**src/sv/vcd_pkg.sv**
```systemverilog
// Shared types, codes and point/mask helpers for the voxel cube draw engine.
// Used by vcd_seq and voxel_cube_draw_engine; depends on nothing else.
`default_nettype none

package vcd_pkg;

  localparam int LAYERS    = 4;
  localparam int ROW_WIDTH = 4;
  localparam int WORD_W    = ROW_WIDTH * 4;
  localparam int LIDX_W    = (LAYERS > 1) ? $clog2(LAYERS) : 1;
  localparam logic [WORD_W-1:0] FULL_WORD = {WORD_W{1'b1}};

  typedef logic [1:0]        coord_t;
  typedef logic [LIDX_W-1:0] lidx_t;
  typedef logic [WORD_W-1:0] word_t;

  typedef enum logic [3:0] {
    REQ_SET       = 4'd0,
    REQ_CLR       = 4'd1,
    REQ_TGL       = 4'd2,
    REQ_ALL_ON    = 4'd3,
    REQ_ALL_OFF   = 4'd4,
    REQ_PLANE_ON  = 4'd5,
    REQ_PLANE_OFF = 4'd6,
    REQ_LINE_ON   = 4'd7,
    REQ_LINE_OFF  = 4'd8,
    REQ_RECT      = 4'd9,
    REQ_REFRESH   = 4'd10
  } req_t;

  typedef enum logic [1:0] {
    AXIS_X = 2'd0,
    AXIS_Y = 2'd1,
    AXIS_Z = 2'd2
  } axis_t;

  typedef enum logic [1:0] {
    OP_SET = 2'd0,
    OP_CLR = 2'd1,
    OP_TGL = 2'd2,
    OP_OUT = 2'd3
  } op_kind_t;

  typedef enum logic [1:0] {
    ST_IDLE  = 2'd0,
    ST_SWEEP = 2'd1,
    ST_LINE  = 2'd2
  } seq_state_t;

  // One read-modify-write (or readout) on a single layer word
  typedef struct packed {
    logic     vld;
    op_kind_t kind;
    lidx_t    addr;
    word_t    mask;
  } op_t;

  typedef struct packed {
    coord_t x;
    coord_t y;
    coord_t z;
  } point_t;

  typedef struct packed {
    point_t s;
    point_t e;
  } seg_t;

  function automatic word_t voxel_mask(coord_t x, coord_t y);
    word_t m;
    m = '0;
    m[{y, x}] = 1'b1;
    return m;
  endfunction

  function automatic word_t plane_mask(logic [1:0] axis, coord_t idx);
    word_t m;
    m = '0;
    for (int r = 0; r < 4; r++) begin
      if (axis == AXIS_X) begin
        m = m | voxel_mask(idx, coord_t'(r));
      end else begin
        m = m | voxel_mask(coord_t'(r), idx);
      end
    end
    return m;
  endfunction

  function automatic coord_t absdiff(coord_t a, coord_t b);
    return (a > b) ? coord_t'(a - b) : coord_t'(b - a);
  endfunction

  // Point i of a run of m+1 points: c0 + floor(i*(c1-c0)/m). The scaled
  // truncating rule lands on the same value since the sum never goes negative.
  function automatic coord_t interp(coord_t i, coord_t m, coord_t c0, coord_t c1);
    logic signed [5:0] num;
    coord_t            q;
    num = $signed({4'b0, c0}) * $signed({4'b0, m})
        + $signed({4'b0, i}) * ($signed({4'b0, c1}) - $signed({4'b0, c0}));
    case (m)
      2'd0: q = c0;
      2'd1: q = num[1:0];
      2'd2: q = num[2:1];
      default: begin
        if (num >= 6'sd9) begin
          q = 2'd3;
        end else if (num >= 6'sd6) begin
          q = 2'd2;
        end else if (num >= 6'sd3) begin
          q = 2'd1;
        end else begin
          q = 2'd0;
        end
      end
    endcase
    return q;
  endfunction

  // Edge n of the rectangle outline spanned by corners a and b
  function automatic seg_t rect_edge(logic [1:0] axis, logic [1:0] n, point_t a, point_t b);
    seg_t g;
    g.s = a;
    g.e = b;
    case (axis)
      AXIS_X: begin
        case (n)
          2'd0: begin g.s = a; g.e = a; g.e.x = b.x; end
          2'd1: begin g.s = b; g.s.x = a.x; g.e = b; end
          2'd2: begin g.s = a; g.e = b; g.e.x = a.x; end
          default: begin g.s = a; g.s.x = b.x; g.e = b; end
        endcase
      end
      AXIS_Y: begin
        case (n)
          2'd0: begin g.s = a; g.e = a; g.e.y = b.y; end
          2'd1: begin g.s = b; g.s.y = a.y; g.e = b; end
          2'd2: begin g.s = a; g.e = b; g.e.y = a.y; end
          default: begin g.s = a; g.s.y = b.y; g.e = b; end
        endcase
      end
      AXIS_Z: begin
        case (n)
          2'd0: begin g.s = a; g.e = b; g.e.z = a.z; end
          2'd1: begin g.s = a; g.s.z = b.z; g.e = b; end
          2'd2: begin g.s = a; g.e = a; g.e.z = b.z; end
          default: begin g.s = b; g.s.z = a.z; g.e = b; end
        endcase
      end
      default: begin
        g.s = a;
        g.e = a;
      end
    endcase
    return g;
  endfunction

endpackage

`default_nettype wire

```
**src/sv/vcd_seq.sv**
```systemverilog
// Command sequencer: decodes one request, issues one layer op per cycle (refresh
// waits on out_ok) in layer sweeps and line/rectangle point walks; uses vcd_pkg.
`default_nettype none

module vcd_seq (
  input  wire logic          clk,
  input  wire logic          rst_n,
  input  wire logic          in_valid,
  output logic               in_stall,
  input  wire logic [3:0]    in_req_type,
  input  wire logic [1:0]    in_x0,
  input  wire logic [1:0]    in_y0,
  input  wire logic [1:0]    in_z0,
  input  wire logic [1:0]    in_x1,
  input  wire logic [1:0]    in_y1,
  input  wire logic [1:0]    in_z1,
  input  wire logic [1:0]    in_axis_sel,
  input  wire logic [1:0]    in_plane_index,
  input  wire logic          out_ok,
  output vcd_pkg::op_t       op
);
  import vcd_pkg::*;

  seq_state_t state_r, state_nxt;
  op_kind_t   kind_r, kind_nxt;
  word_t      mask_r, mask_nxt;
  lidx_t      lay_r, lay_nxt;
  lidx_t      lay_end_r, lay_end_nxt;
  point_t     p0_r, p0_nxt;
  point_t     p1_r, p1_nxt;
  logic [1:0] axis_r, axis_nxt;
  logic       rect_r, rect_nxt;
  logic [1:0] edge_r, edge_nxt;
  coord_t     i_r, i_nxt;

  point_t     in_p0, in_p1;
  seg_t       seg;
  coord_t     span;
  point_t     pt;
  logic       emit;

  assign in_p0 = '{x: in_x0, y: in_y0, z: in_z0};
  assign in_p1 = '{x: in_x1, y: in_y1, z: in_z1};

  assign in_stall = (state_r != ST_IDLE);

  // Current segment, its span (points minus one) and the current point
  always_comb begin
    if (rect_r) begin
      seg = rect_edge(axis_r, edge_r, p0_r, p1_r);
    end else begin
      seg.s = p0_r;
      seg.e = p1_r;
    end
    span = absdiff(seg.s.x, seg.e.x);
    if (absdiff(seg.s.y, seg.e.y) > span) begin
      span = absdiff(seg.s.y, seg.e.y);
    end
    if (absdiff(seg.s.z, seg.e.z) > span) begin
      span = absdiff(seg.s.z, seg.e.z);
    end
    pt.x = interp(i_r, span, seg.s.x, seg.e.x);
    pt.y = interp(i_r, span, seg.s.y, seg.e.y);
    pt.z = interp(i_r, span, seg.s.z, seg.e.z);
  end

  // Operation output
  always_comb begin
    op      = '0;
    op.kind = kind_r;
    emit    = 1'b0;
    case (state_r)
      ST_SWEEP: begin
        emit    = (kind_r != OP_OUT) || out_ok;
        op.vld  = emit;
        op.addr = lay_r;
        op.mask = mask_r;
      end
      ST_LINE: begin
        emit    = 1'b1;
        // drop points beyond the top layer
        op.vld  = (32'(pt.z) < LAYERS);
        op.addr = lidx_t'(pt.z);
        op.mask = voxel_mask(pt.x, pt.y);
      end
      default: begin
        emit = 1'b0;
      end
    endcase
  end

  // Next state
  always_comb begin
    state_nxt   = state_r;
    kind_nxt    = kind_r;
    mask_nxt    = mask_r;
    lay_nxt     = lay_r;
    lay_end_nxt = lay_end_r;
    p0_nxt      = p0_r;
    p1_nxt      = p1_r;
    axis_nxt    = axis_r;
    rect_nxt    = rect_r;
    edge_nxt    = edge_r;
    i_nxt       = i_r;
    case (state_r)
      ST_IDLE: begin
        if (in_valid) begin
          lay_nxt     = '0;
          lay_end_nxt = lidx_t'(LAYERS - 1);
          mask_nxt    = FULL_WORD;
          p0_nxt      = in_p0;
          p1_nxt      = in_p1;
          axis_nxt    = in_axis_sel;
          rect_nxt    = 1'b0;
          edge_nxt    = '0;
          i_nxt       = '0;
          case (req_t'(in_req_type))
            REQ_SET, REQ_CLR, REQ_TGL: begin
              kind_nxt  = (req_t'(in_req_type) == REQ_SET) ? OP_SET :
                          (req_t'(in_req_type) == REQ_CLR) ? OP_CLR : OP_TGL;
              p1_nxt    = in_p0;
              state_nxt = ST_LINE;
            end
            REQ_ALL_ON, REQ_ALL_OFF: begin
              kind_nxt  = (req_t'(in_req_type) == REQ_ALL_ON) ? OP_SET : OP_CLR;
              state_nxt = ST_SWEEP;
            end
            REQ_PLANE_ON, REQ_PLANE_OFF: begin
              kind_nxt = (req_t'(in_req_type) == REQ_PLANE_ON) ? OP_SET : OP_CLR;
              case (in_axis_sel)
                AXIS_X, AXIS_Y: begin
                  mask_nxt  = plane_mask(in_axis_sel, in_plane_index);
                  state_nxt = ST_SWEEP;
                end
                AXIS_Z: begin
                  lay_nxt     = lidx_t'(in_plane_index);
                  lay_end_nxt = lidx_t'(in_plane_index);
                  if (32'(in_plane_index) < LAYERS) begin
                    state_nxt = ST_SWEEP;
                  end
                end
                default: begin
                  state_nxt = ST_IDLE;
                end
              endcase
            end
            REQ_LINE_ON, REQ_LINE_OFF: begin
              kind_nxt  = (req_t'(in_req_type) == REQ_LINE_ON) ? OP_SET : OP_CLR;
              state_nxt = ST_LINE;
            end
            REQ_RECT: begin
              kind_nxt = OP_SET;
              rect_nxt = 1'b1;
              if (in_axis_sel != 2'd3) begin
                state_nxt = ST_LINE;
              end
            end
            REQ_REFRESH: begin
              kind_nxt  = OP_OUT;
              state_nxt = ST_SWEEP;
            end
            default: begin
              state_nxt = ST_IDLE;
            end
          endcase
        end
      end
      ST_SWEEP: begin
        if (emit) begin
          lay_nxt = lidx_t'(lay_r + 1'b1);
          if (lay_r == lay_end_r) begin
            state_nxt = ST_IDLE;
          end
        end
      end
      ST_LINE: begin
        if (i_r == span) begin
          i_nxt = '0;
          if (!rect_r || edge_r == 2'd3) begin
            state_nxt = ST_IDLE;
          end else begin
            edge_nxt = edge_r + 2'd1;
          end
        end else begin
          i_nxt = i_r + 2'd1;
        end
      end
      default: begin
        state_nxt = ST_IDLE;
      end
    endcase
  end

  always_ff @(posedge clk) begin
    if (!rst_n) begin
      state_r <= ST_IDLE;
    end else begin
      state_r <= state_nxt;
    end
    kind_r    <= kind_nxt;
    mask_r    <= mask_nxt;
    lay_r     <= lay_nxt;
    lay_end_r <= lay_end_nxt;
    p0_r      <= p0_nxt;
    p1_r      <= p1_nxt;
    axis_r    <= axis_nxt;
    rect_r    <= rect_nxt;
    edge_r    <= edge_nxt;
    i_r       <= i_nxt;
  end

endmodule

`default_nettype wire

```
**src/sv/voxel_cube_draw_engine.sv**
```systemverilog
// Top level: layer store memory with read-modify-write stage, forwarding and
// the refresh output register. Depends on vcd_pkg and vcd_seq.
//
//   channel | ports                                   | direction
//   --------+-----------------------------------------+----------
//   request | in_valid, in_stall, in_req_type .. in_* | in
//   result  | out_valid, out_stall, out_layer_*, last | out
//
// A request is taken while idle; its ops then issue one per cycle unless a
// refresh read waits: voxel 1, line up to 4, rectangle up to 16, fill, X or
// Y plane and refresh LAYERS, Z plane 1. A refresh read waits while a
// readout is in flight or the single output register waits; the memory read
// is registered. Reset clears the per-layer valid bits at once (dark cube),
// so no clearing pass runs. A stalled result holds; drawing continues.
`default_nettype none

module voxel_cube_draw_engine (
  input  wire logic                  clk,
  input  wire logic                  rst_n,
  input  wire logic                  in_valid,
  output logic                       in_stall,
  input  wire logic [3:0]            in_req_type,
  input  wire logic [1:0]            in_x0,
  input  wire logic [1:0]            in_y0,
  input  wire logic [1:0]            in_z0,
  input  wire logic [1:0]            in_x1,
  input  wire logic [1:0]            in_y1,
  input  wire logic [1:0]            in_z1,
  input  wire logic [1:0]            in_axis_sel,
  input  wire logic [1:0]            in_plane_index,
  output logic                       out_valid,
  input  wire logic                  out_stall,
  output logic [1:0]                 out_layer_index,
  output logic [vcd_pkg::WORD_W-1:0] out_layer_bits,
  output logic                       out_last
);
  import vcd_pkg::*;

  word_t             mem [LAYERS];
  logic [LAYERS-1:0] vld_r;
  word_t             rd_data_r;

  op_t   op_s1;
  op_t   op_s2_r;
  logic  out_ok;

  logic  wb_vld_r;
  lidx_t wb_addr_r;
  word_t wb_data_r;

  word_t old_word;
  word_t new_word;
  logic  wr_en;

  logic       out_valid_r;
  logic [1:0] out_layer_index_r;
  word_t      out_layer_bits_r;
  logic       out_last_r;

  // Hold refresh reads back while a readout is in flight or the result waits
  assign out_ok = !(op_s2_r.vld && op_s2_r.kind == OP_OUT) && (!out_valid_r || !out_stall);

  vcd_seq u_seq (
    .clk            (clk),
    .rst_n          (rst_n),
    .in_valid       (in_valid),
    .in_stall       (in_stall),
    .in_req_type    (in_req_type),
    .in_x0          (in_x0),
    .in_y0          (in_y0),
    .in_z0          (in_z0),
    .in_x1          (in_x1),
    .in_y1          (in_y1),
    .in_z1          (in_z1),
    .in_axis_sel    (in_axis_sel),
    .in_plane_index (in_plane_index),
    .out_ok         (out_ok),
    .op             (op_s1)
  );

  // Forward the write that landed on the same edge as this op's read
  always_comb begin
    if (wb_vld_r && wb_addr_r == op_s2_r.addr) begin
      old_word = wb_data_r;
    end else if (vld_r[op_s2_r.addr]) begin
      old_word = rd_data_r;
    end else begin
      old_word = '0;
    end
    case (op_s2_r.kind)
      OP_SET:  new_word = old_word | op_s2_r.mask;
      OP_CLR:  new_word = old_word & ~op_s2_r.mask;
      OP_TGL:  new_word = old_word ^ op_s2_r.mask;
      default: new_word = old_word;
    endcase
    wr_en = op_s2_r.vld && (op_s2_r.kind != OP_OUT);
  end

  always_ff @(posedge clk) begin
    if (wr_en) begin
      mem[op_s2_r.addr] <= new_word;
    end
    rd_data_r <= mem[op_s1.addr];
  end

  always_ff @(posedge clk) begin
    if (!rst_n) begin
      vld_r    <= '0;
      op_s2_r  <= '0;
      wb_vld_r <= 1'b0;
    end else begin
      if (wr_en) begin
        vld_r[op_s2_r.addr] <= 1'b1;
      end
      op_s2_r  <= op_s1;
      wb_vld_r <= wr_en;
    end
    wb_addr_r <= op_s2_r.addr;
    wb_data_r <= new_word;
  end

  always_ff @(posedge clk) begin
    if (!rst_n) begin
      out_valid_r <= 1'b0;
    end else if (op_s2_r.vld && op_s2_r.kind == OP_OUT) begin
      out_valid_r <= 1'b1;
    end else if (!out_stall) begin
      out_valid_r <= 1'b0;
    end
    if (op_s2_r.vld && op_s2_r.kind == OP_OUT) begin
      out_layer_index_r <= 2'(op_s2_r.addr);
      out_layer_bits_r  <= old_word;
      out_last_r        <= (op_s2_r.addr == lidx_t'(LAYERS - 1));
    end
  end

  assign out_valid       = out_valid_r;
  assign out_layer_index = out_layer_index_r;
  assign out_layer_bits  = out_layer_bits_r;
  assign out_last        = out_last_r;

endmodule

`default_nettype wire

```
**config.mk**
```make
export PLATFORM = sky130hd
export DESIGN_NAME = voxel_cube_draw_engine
export DESIGN_NICKNAME = d
export VERILOG_FILES = /design/src/sv/vcd_pkg.sv /design/src/sv/vcd_seq.sv /design/src/sv/voxel_cube_draw_engine.sv
export SDC_FILE = /design/constraint.sdc
export NUM_CORES = 1
export LEC_CHECK = 0
export CORE_MARGIN = 1.5
export CORE_UTILIZATION = 55
export CTS_BUF_LIST = sky130_fd_sc_hd__clkbuf_8
export DETAILED_ROUTE_END_ITERATION = 12
export DONT_BUFFER_PORTS = 1
export HOLD_SLACK_MARGIN = 0.12
export PLACE_DENSITY_LB_ADDON = 0.12
export SYNTH_ARGS = -nofsm -noshare
export SYNTH_HDL_FRONTEND = slang
export SYNTH_HIERARCHICAL = 1
export SYNTH_SLANG_ARGS = --single-unit
export TNS_END_PERCENT = 10
```
**constraint.sdc**
```tcl
create_clock -name clk -period 9.94 [get_ports clk]
set_input_delay 0.497 -clock clk [delete_from_list [all_inputs] [get_ports clk]]
set_output_delay 0.497 -clock clk [all_outputs]
set_load 0.05 [all_outputs]
```
==> results of run 1 <==
-- per-layer routing --
metal  track usage  up-vias  wire [um]  share of wire
met5             0        -          0              0
met4        0.0570        0        284          0.013
met3        0.0410       28       1050          0.049
met2         0.406      208      11200           0.52
met1         0.283     3388       9100           0.42
li1              -     3306          -              -
-- worst min-delay path by stage --
stage                                   from                             to  slack, ps  cells after the start
6_report                               rst_n          vld_r[1]$_SDFFE_PN0P_        160                      1
5_1_grt                                rst_n          vld_r[2]$_SDFFE_PN0P_        140                      1
4_1_cts                                rst_n          op_s2_r[8]$_SDFF_PN0_        130                      1
3_5_place_dp       u_seq/kind_r[0]$_DFFE_PP_         op_s2_r[18]$_SDFF_PN0_        470                      1
3_3_place_gp   u_seq/state_r[1]$_SDFFE_PN0P_  u_seq/state_r[1]$_SDFFE_PN0P_        460                      2
2_1_floorplan         op_s2_r[16]$_SDFF_PN0_           wb_addr_r[0]$_DFF_P_        360                      0
-- worst max-delay path: cells and delay by family (launching register included) --
kind                       cells  cell delay (ps)
AOI/OAI and AO/OA             11             2880
adders and majority gates     11             3600
buffers and inverters          7              710
DFF                            1              410
and+or+nand+nor                8             1360
-- cell families after synthesis --
group,after synthesis
xor gates and xnor gates,15
buffers and inverters,152
and+or+nand+nor,238
DFF,187
adders and majority gates,108
muxes,67
AOI/OAI and AO/OA,175
-- state kept, by name, indices dropped and copies added (netlist names), 4 cells and up --
name and cells:
vld_r 4, u_seq/p0_r 6, u_seq/mask_r 16, op_s2_r 21, mem 64, out_layer_bits 16
rd_data_r 16, wb_data_r 16, u_seq/p1_r 6
-- layout by cell type, fill, tap and decap left out, types with 11 or more instances in the layout --
master    synthesis  final
a21oi_1          23     23
mux2i_1          21     21
nor2b_1          15     15
o22ai_1          36     36
dfxtp_1          63     63
edfxtp_1        124    124
nand2_1          76     76
nand3_1          14     14
mux2_2           13     13
fa_1             18     18
and2_1           36     36
mux4_2           20     20
ha_1             90     90
nand2b_1         23     23
mux2_4           11     11
o21ai_0          39     39
inv_1            90     90
inv_2            11     11
nor2_1           47     47
clkbuf_8          0     17
-- through the flow --
stage          setup slack, ps  area, um2
3_3_place_gp              1450      10900
6_report                   901      11400
4_1_cts                   1020      11400
3_5_place_dp              1030      10900
2_1_floorplan             1250      10700
5_1_grt                    307      11400
-- final cells by class --
cell class / instances / area [um2] / share of cell area
multi-input combinational: 603 / 5110 / 0.450
sequential: 187 / 4980 / 0.439
inverter: 102 / 385 / 0.0339
clock inverter: 15 / 199 / 0.0175
tap: 260 / 325 / 0.0286
clock buffer: 17 / 234 / 0.0206
timing repair buffer: 14 / 125 / 0.0110
==> impl_metrics.yaml, run 1 <==
layout:
  finalNonFillerCells: 1198
  drive_gt1_frac: 0.130
  nets: 1057
  n_fill_cell: 1539
  syn_to_final_growth_pct: 6.27
  antenna_cells: 0
  final_util: 0.602
placement:
  dp_hpwl_mm: 15.5
  post-place-cells: 1158
  port_buffers: 0
  gp_congestion: 0.923
clock_network:
  clock-root-buffer: "clkbuf_8"
  path_clk_slew_ps: 100
  hold_buffers: 8
  htreeDepth: 4
  cts_buffers: 17
  post-cts-setup-buffer-count: 0
  cts_num_sinks: 187
  cts_tree: "built"
  cts_resized: 0
  insertion_delay_ps: 460
  cts_buffer_depth: 2
sta:
  holdWs_ps: 163
  drv_slew: 0
  fin_worst_skew_ps: 19.1
  max_slew_margin: 0.187
  setup_tns_ps: 0
  min_period_ps: 9040
  tightestPinTransition_ps: 1220
  final-setup-viol-count: 0
  period_share: 0.909
  finalHoldViolations: 0
  fmax_ghz: 0.111
  rsz0062_at_grt: "no"
synthesis:
  synth-async-reset-ratio: 0
  yosysMostFrequentCell: "edfxtp_1"
  synth_xor_area_frac: 0.0147
  synth_mux_area_frac: 0.0951
  ys.flop_type: "edfxtp_1"
  synth_fa_ha_area_frac: 0.139
  synthTopCellsByCount: "edfxtp_1 (124), ha_1 (90), inv_1 (90)"
  yosys_warnings: 6
  yosys.area_share.simple: 0.113
  synth-seq-area-share: 0.466
  synth_top_family_by_area: "adder cells"
  syn_area_um2: 10700
  ys_ff_latch: 187
  synth_top_area_share: 0.348
  synth.distinct_cells: 70
  syn_area_per_cell_um2: 11.4
  ys_top_cells_by_area: "edfxtp_1 (35%), dfxtp_1 (12%), ha_1 (11%), mux4_2 (4.2%), fa_1 (3.4%)"
  synth_top_cell_by_area: "edfxtp_1"
  synth_edf_count: 124
  synth_compound_area_frac: 0.113
  syn_nets: 1074
  netlist_instances: 942
global_route:
  grt_max_degree: 39
  grt_pass1_vias: 6989
  antenna_found_initial: 0
  grt_pass1_wl_mm: 35.4
  overflow: 0
  track_usage: 0.227
routing:
  wire_per_inst_um: 18.0
  antenna_left: 0
  first_pass_iters: 6
  dr.first_iter.drc_count: 407
  vias: 6930
  routed_via_density: 5.78
  drc: 0
  drt_wl_total_mm: 21.6
critical_path:
  r2r-end: "op_s2_r[1]$_SDFF_PN0_"
  r2r_setup_slack_ps: 900
  reg2reg_from: "u_seq/edge_r[0]$_SDFFCE_PN0P_"
  cp_common_cell: "ha_1"
  path_class: "flip-flop to flip-flop"
  rr_worst_depth: 37
  critPathArrivalTime_ps: 9430
  cp-end-kind: "flip-flop"
  crit_required_ps: 10340
  cp_slowest_cell: "fa_1"
  cp_max_fo: 21
  cp-endpoint: "op_s2_r[1]$_SDFF_PN0_"
  startpoint: "u_seq/edge_r[0]$_SDFFCE_PN0P_"
  cp-start-kind: "flip-flop"
  max_stage_delay_ps: 540
floorplanning:
  core_um2: 18900
  die_w_um: 142
  initial_core_util: 0.566
  dieArea_um2: 20300
  die_h_um: 142
  pin_count: 45
  rows: 50
worst_hold_path:
  hold_path.class: "input port to flip-flop"
run:
  cap_violations: 0
outcome:
  outcome: "finished clean"
Power of run 1 is left out: the tool's default activity adds up to more than one toggle a clock period on the data nets, which glitch-free logic cannot reach.
==> run 2: changes to the inputs <==
--- a/config.mk
+++ b/config.mk
@@ -5,6 +5,7 @@
 export SDC_FILE = /design/constraint.sdc
 export NUM_CORES = 1
 export LEC_CHECK = 0
+export ABC_AREA = 1
 export CORE_MARGIN = 1.5
 export CORE_UTILIZATION = 55
 export CTS_BUF_LIST = sky130_fd_sc_hd__clkbuf_8
==> impl_metrics.yaml, run 2 <==
synthesis:
  syn_nets: 1353
  synth_top_area_share: 0.345
  synth-seq-area-share: 0.461
  ys_top_cells_by_area: "edfxtp_1 (34%), dfxtp_1 (12%), ha_1 (10%), nand2_1 (8.2%), inv_1 (6.2%)"
  synth.distinct_cells: 47
  netlist_instances: 1221
  ys_ff_latch: 187
  syn_area_um2: 10800
  yosys_warnings: 6
  synth_edf_count: 124
  synth-async-reset-ratio: 0
  synth_top_cell_by_area: "edfxtp_1"
  yosysMostFrequentCell: "nand2_1"
  ys.flop_type: "edfxtp_1"
  synthTopCellsByCount: "nand2_1 (236), inv_1 (179), nor2_1 (156)"
  syn_area_per_cell_um2: 8.85
floorplanning:
  die_h_um: 143
  dieArea_um2: 20500
  pin_count: 45
  rows: 51
  die_w_um: 143
  initial_core_util: 0.559
  core_um2: 19300
clock_network:
  cts_resized: 0
  cts_buffer_depth: 2
  insertion_delay_ps: 470
  post-cts-setup-buffer-count: 0
  cts_tree: "built"
  path_clk_slew_ps: 110
  cts_buffers: 17
  htreeDepth: 4
  clock-root-buffer: "clkbuf_8"
  cts_num_sinks: 187
global_route:
  antenna_found_initial: 0
  overflow: 0
  grt_pass1_vias: 7436
  track_usage: 0.239
  grt_pass1_wl_mm: 37.6
  grt_max_degree: 35
sta:
  tightestPinTransition_ps: 961
  fin_ws_ps: 1060
  period_share: 0.894
  drv_slew: 0
  finalHoldViolations: 0
  final-setup-viol-count: 0
  fin_worst_skew_ps: 21.3
  rsz0062_at_grt: "no"
  min_period_ps: 8880
  setup_tns_ps: 0
  fmax_ghz: 0.113
  max_slew_margin: 0.359
routing:
  routed_via_density: 5.21
  drc: 0
  first_pass_iters: 4
  wire_per_inst_um: 15.5
  vias: 7836
  antenna_left: 0
  dr.first_iter.drc_count: 517
  drt_wl_total_mm: 23.3
placement:
  dp_hpwl_mm: 16.6
  post-place-cells: 1463
  gp_congestion: 0.934
  port_buffers: 0
  pre_cts_slack_ps: 1150
layout:
  syn_to_final_growth_pct: 6.76
  reg.largest.list: "mem x64, op_s2_r x21"
  antenna_cells: 0
  largest_reg_flops: 64
  mostFrequentLayoutCell: "nand2_1"
  finalNonFillerCells: 1504
  drive_gt1_frac: 0.0985
  seqCellArea_um2: 4980
  nets: 1359
  largest_register: "mem"
  multi_input_comb_area_um2: 4950
  final_cell_mix: "nand2_1 (236), inv_1 (179), nor2_1 (154)"
  n_fill_cell: 1684
run:
  cap_violations: 0
critical_path:
  max_stage_delay_ps: 510
  critPathArrivalTime_ps: 9240
  cp_max_fo: 34
  cp_slowest_cell: "fa_1"
  path_class: "flip-flop to flip-flop"
  cp-end-kind: "flip-flop"
  crit_required_ps: 10290
  cp_common_cell: "inv_1"
  cp-start-kind: "flip-flop"
outcome:
  outcome: "finished clean"
worst_hold_path:
  hold_path.class: "input port to flip-flop"
==> run 2: area by class of cell <==
cell class,count,area share
Clock buffer,17,0.0203
Clock inverter,14,0.0130
Inverter,196,0.0640
Multi-Input combinational cell,808,0.429
Sequential cell,187,0.432
Tap cell,265,0.0287
Timing Repair Buffer,17,0.0132
==> run 2: final timing paths <==
kind / from / end / slack (ps) / cells after the start
setup reg to reg: u_seq/edge_r[0]$_SDFFCE_PN0P_ / rd_data_r[6]$_DFF_P_ / 1060 / 44
hold / removal: rst_n / op_s2_r[18]$_SDFF_PN0_ / 150 / 2
hold reg to reg: vld_r[2]$_SDFFE_PN0P_ / vld_r[2]$_SDFFE_PN0P_ / 480 / 2
setup / recovery: u_seq/edge_r[0]$_SDFFCE_PN0P_ / rd_data_r[6]$_DFF_P_ / 1060 / 44
==> run 2: kinds of logic after synthesis <==
group / synth area share
and+or+nand+nor: 0.218
muxes: 0.00625
buffers and inverters: 0.0828
DFF: 0.461
AOI/OAI and AO/OA: 0.0871
xor gates and xnor gates: 0.00718
adders and majority gates: 0.138
==> run 2: routing by layer <==
| metal | part of all wire | global-route usage |
|---|---|---|
| met3 | 0.052 | 0.0349 |
| met5 | 0 | 0 |
| met1 | 0.49 | 0.344 |
| met4 | 0.012 | 0.0705 |
| met2 | 0.45 | 0.376 |
==> run 2: metrics by stage <==
step	util	area (um2)	hold slack, ps
floorplan	-	10800	408
global placement	0.572	11100	452
detailed placement	0.572	11100	463
CTS	0.596	11500	121
global route	0.597	11500	134
finish	0.597	11500	147
==> run 2: worst max-delay path, delay by kind of cell (launching register included) <==
kind	cells	cell delay, ps
fa+ha+maj	11	3440
compound gates	11	2150
buf+inv	10	1370
simple gates	11	1210
flops	1	450
xor+xnor	1	130
==> run 2: repair_timing <==
| action | in CTS | in global routing |
|---|---|---|
| endpoints found under the setup margin | 0 | 0 |
| hold endpoints to repair | 13 | 1 |
| hold buffers | 9 | 1 |
Power of run 2 is left out for the same reason.
==> run 3: changes to the inputs <==
--- a/config.mk
+++ b/config.mk
@@ -5,8 +5,8 @@
 export SDC_FILE = /design/constraint.sdc
 export NUM_CORES = 1
 export LEC_CHECK = 0
-export ABC_AREA = 1
-export CORE_MARGIN = 1.5
+export ABC_CLOCK_PERIOD_IN_PS = 9940
+export CORE_MARGIN = 2
 export CORE_UTILIZATION = 55
 export CTS_BUF_LIST = sky130_fd_sc_hd__clkbuf_8
 export DETAILED_ROUTE_END_ITERATION = 12
==> impl_metrics.yaml, run 3 (same netlist as run 1, synthesis figures left out) <==
clock_network:
  clock-root-buffer: "clkbuf_8"
  cts_buffer_depth: 2
  cts_num_sinks: 187
  insertion_delay_ps: 470
  htreeDepth: 4
  cts_resized: 0
  cts_tree: "built"
  hold_buffers: 8
  cts_buffers: 17
  path_clk_slew_ps: 100
  post-cts-setup-buffer-count: 0
critical_path:
  path_class: "flip-flop to flip-flop"
  cp_common_cell: "ha_1"
  max_stage_delay_ps: 580
  cp_slowest_cell: "o2111ai_1"
  crit_buf_inv: 5
  cp-end-kind: "flip-flop"
  critPathArrivalTime_ps: 9400
  cp_top_family: "adder cells"
  cp-start-kind: "flip-flop"
  crit_required_ps: 10280
  cp_max_fo: 18
global_route:
  track_usage: 0.224
  overflow: 0
  grt_max_degree: 34
  grt_pass1_wl_mm: 35.1
  grt_pass1_vias: 7044
  antenna_found_initial: 0
layout:
  largest_register: "mem"
  reg.largest.list: "mem x64, op_s2_r x21"
  antenna_cells: 0
  nets: 1057
  mostFrequentLayoutCell: "edfxtp_1"
  drive_gt1_frac: 0.129
  final_cell_mix: "edfxtp_1 (124), inv_1 (91), ha_1 (90)"
  largest_reg_flops: 64
  syn_to_final_growth_pct: 6.48
routing:
  vias: 6946
  routed_via_density: 5.77
  dr.first_iter.drc_count: 419
  first_pass_iters: 5
  wire_per_inst_um: 18.5
  antenna_left: 0
  drc: 0
  drt_wl_total_mm: 22.2
sta:
  period_share: 0.911
  rsz0062_at_grt: "no"
  tightestPinTransition_ps: 1240
  max_slew_margin: 0.176
  min_period_ps: 9060
  fmax_ghz: 0.110
  setup_tns_ps: 0
  fin_worst_skew_ps: 11.1
  drv_slew: 0
  final-setup-viol-count: 0
  finalHoldViolations: 0
floorplanning:
  core_um2: 19300
  pin_count: 45
  rows: 51
  die_h_um: 143
  die_w_um: 143
  initial_core_util: 0.555
  dieArea_um2: 20600
outcome:
  outcome: "finished clean"
worst_hold_path:
  hold_path.class: "input port to flip-flop"
run:
  cap_violations: 0
placement:
  gp_congestion: 0.888
  port_buffers: 0
  dp_hpwl_mm: 16.2
==> run 3: final timing paths <==
path | from | to | slack, ps | depth (start not counted)
setup / recovery | u_seq/edge_r[0]$_SDFFCE_PN0P_ | rd_data_r[0]$_DFF_P_ | 880 | 32
hold / removal | rst_n | vld_r[1]$_SDFFE_PN0P_ | 160 | 1
setup reg to reg | u_seq/edge_r[0]$_SDFFCE_PN0P_ | rd_data_r[0]$_DFF_P_ | 880 | 32
hold reg to reg | u_seq/state_r[0]$_SDFFE_PN0P_ | u_seq/state_r[0]$_SDFFE_PN0P_ | 500 | 2
==> run 3: through the flow <==
| stage | hold WS [ps] | instance area (um2) | util | setup slack, ps | std cells |
|---|---|---|---|---|---|
| floorplan | 361 | 10700 | - | 1250 | 942 |
| global placement | 464 | 10900 | 0.563 | 1180 | 1163 |
| detailed placement | 483 | 10900 | 0.563 | 934 | 1163 |
| CTS | 124 | 11400 | 0.591 | 890 | 1203 |
| global route | 128 | 11400 | 0.591 | 419 | 1203 |
| finish | 161 | 11400 | 0.591 | 882 | 1203 |
==> run 3: final cells by class <==
class	count	area [um2]
fill	1569	7880
multi-input combinational	603	5110
sequential	187	4980
inverter	102	385
tap	265	332
clock buffer	18	248
clock inverter	14	201
timing repair buffer	14	125
==> run 3: layer usage <==
metal  share of wire  vias to the layer above  wire, um  GRT usage
met5               0                        -         0          0
met3           0.044                       39       974     0.0453
met4           0.024                        0       539     0.0872
li1                -                     3294         -          -
met1            0.43                     3401      9520      0.273
met2            0.50                      212     11200      0.392
Power of run 3 is left out for the same reason.
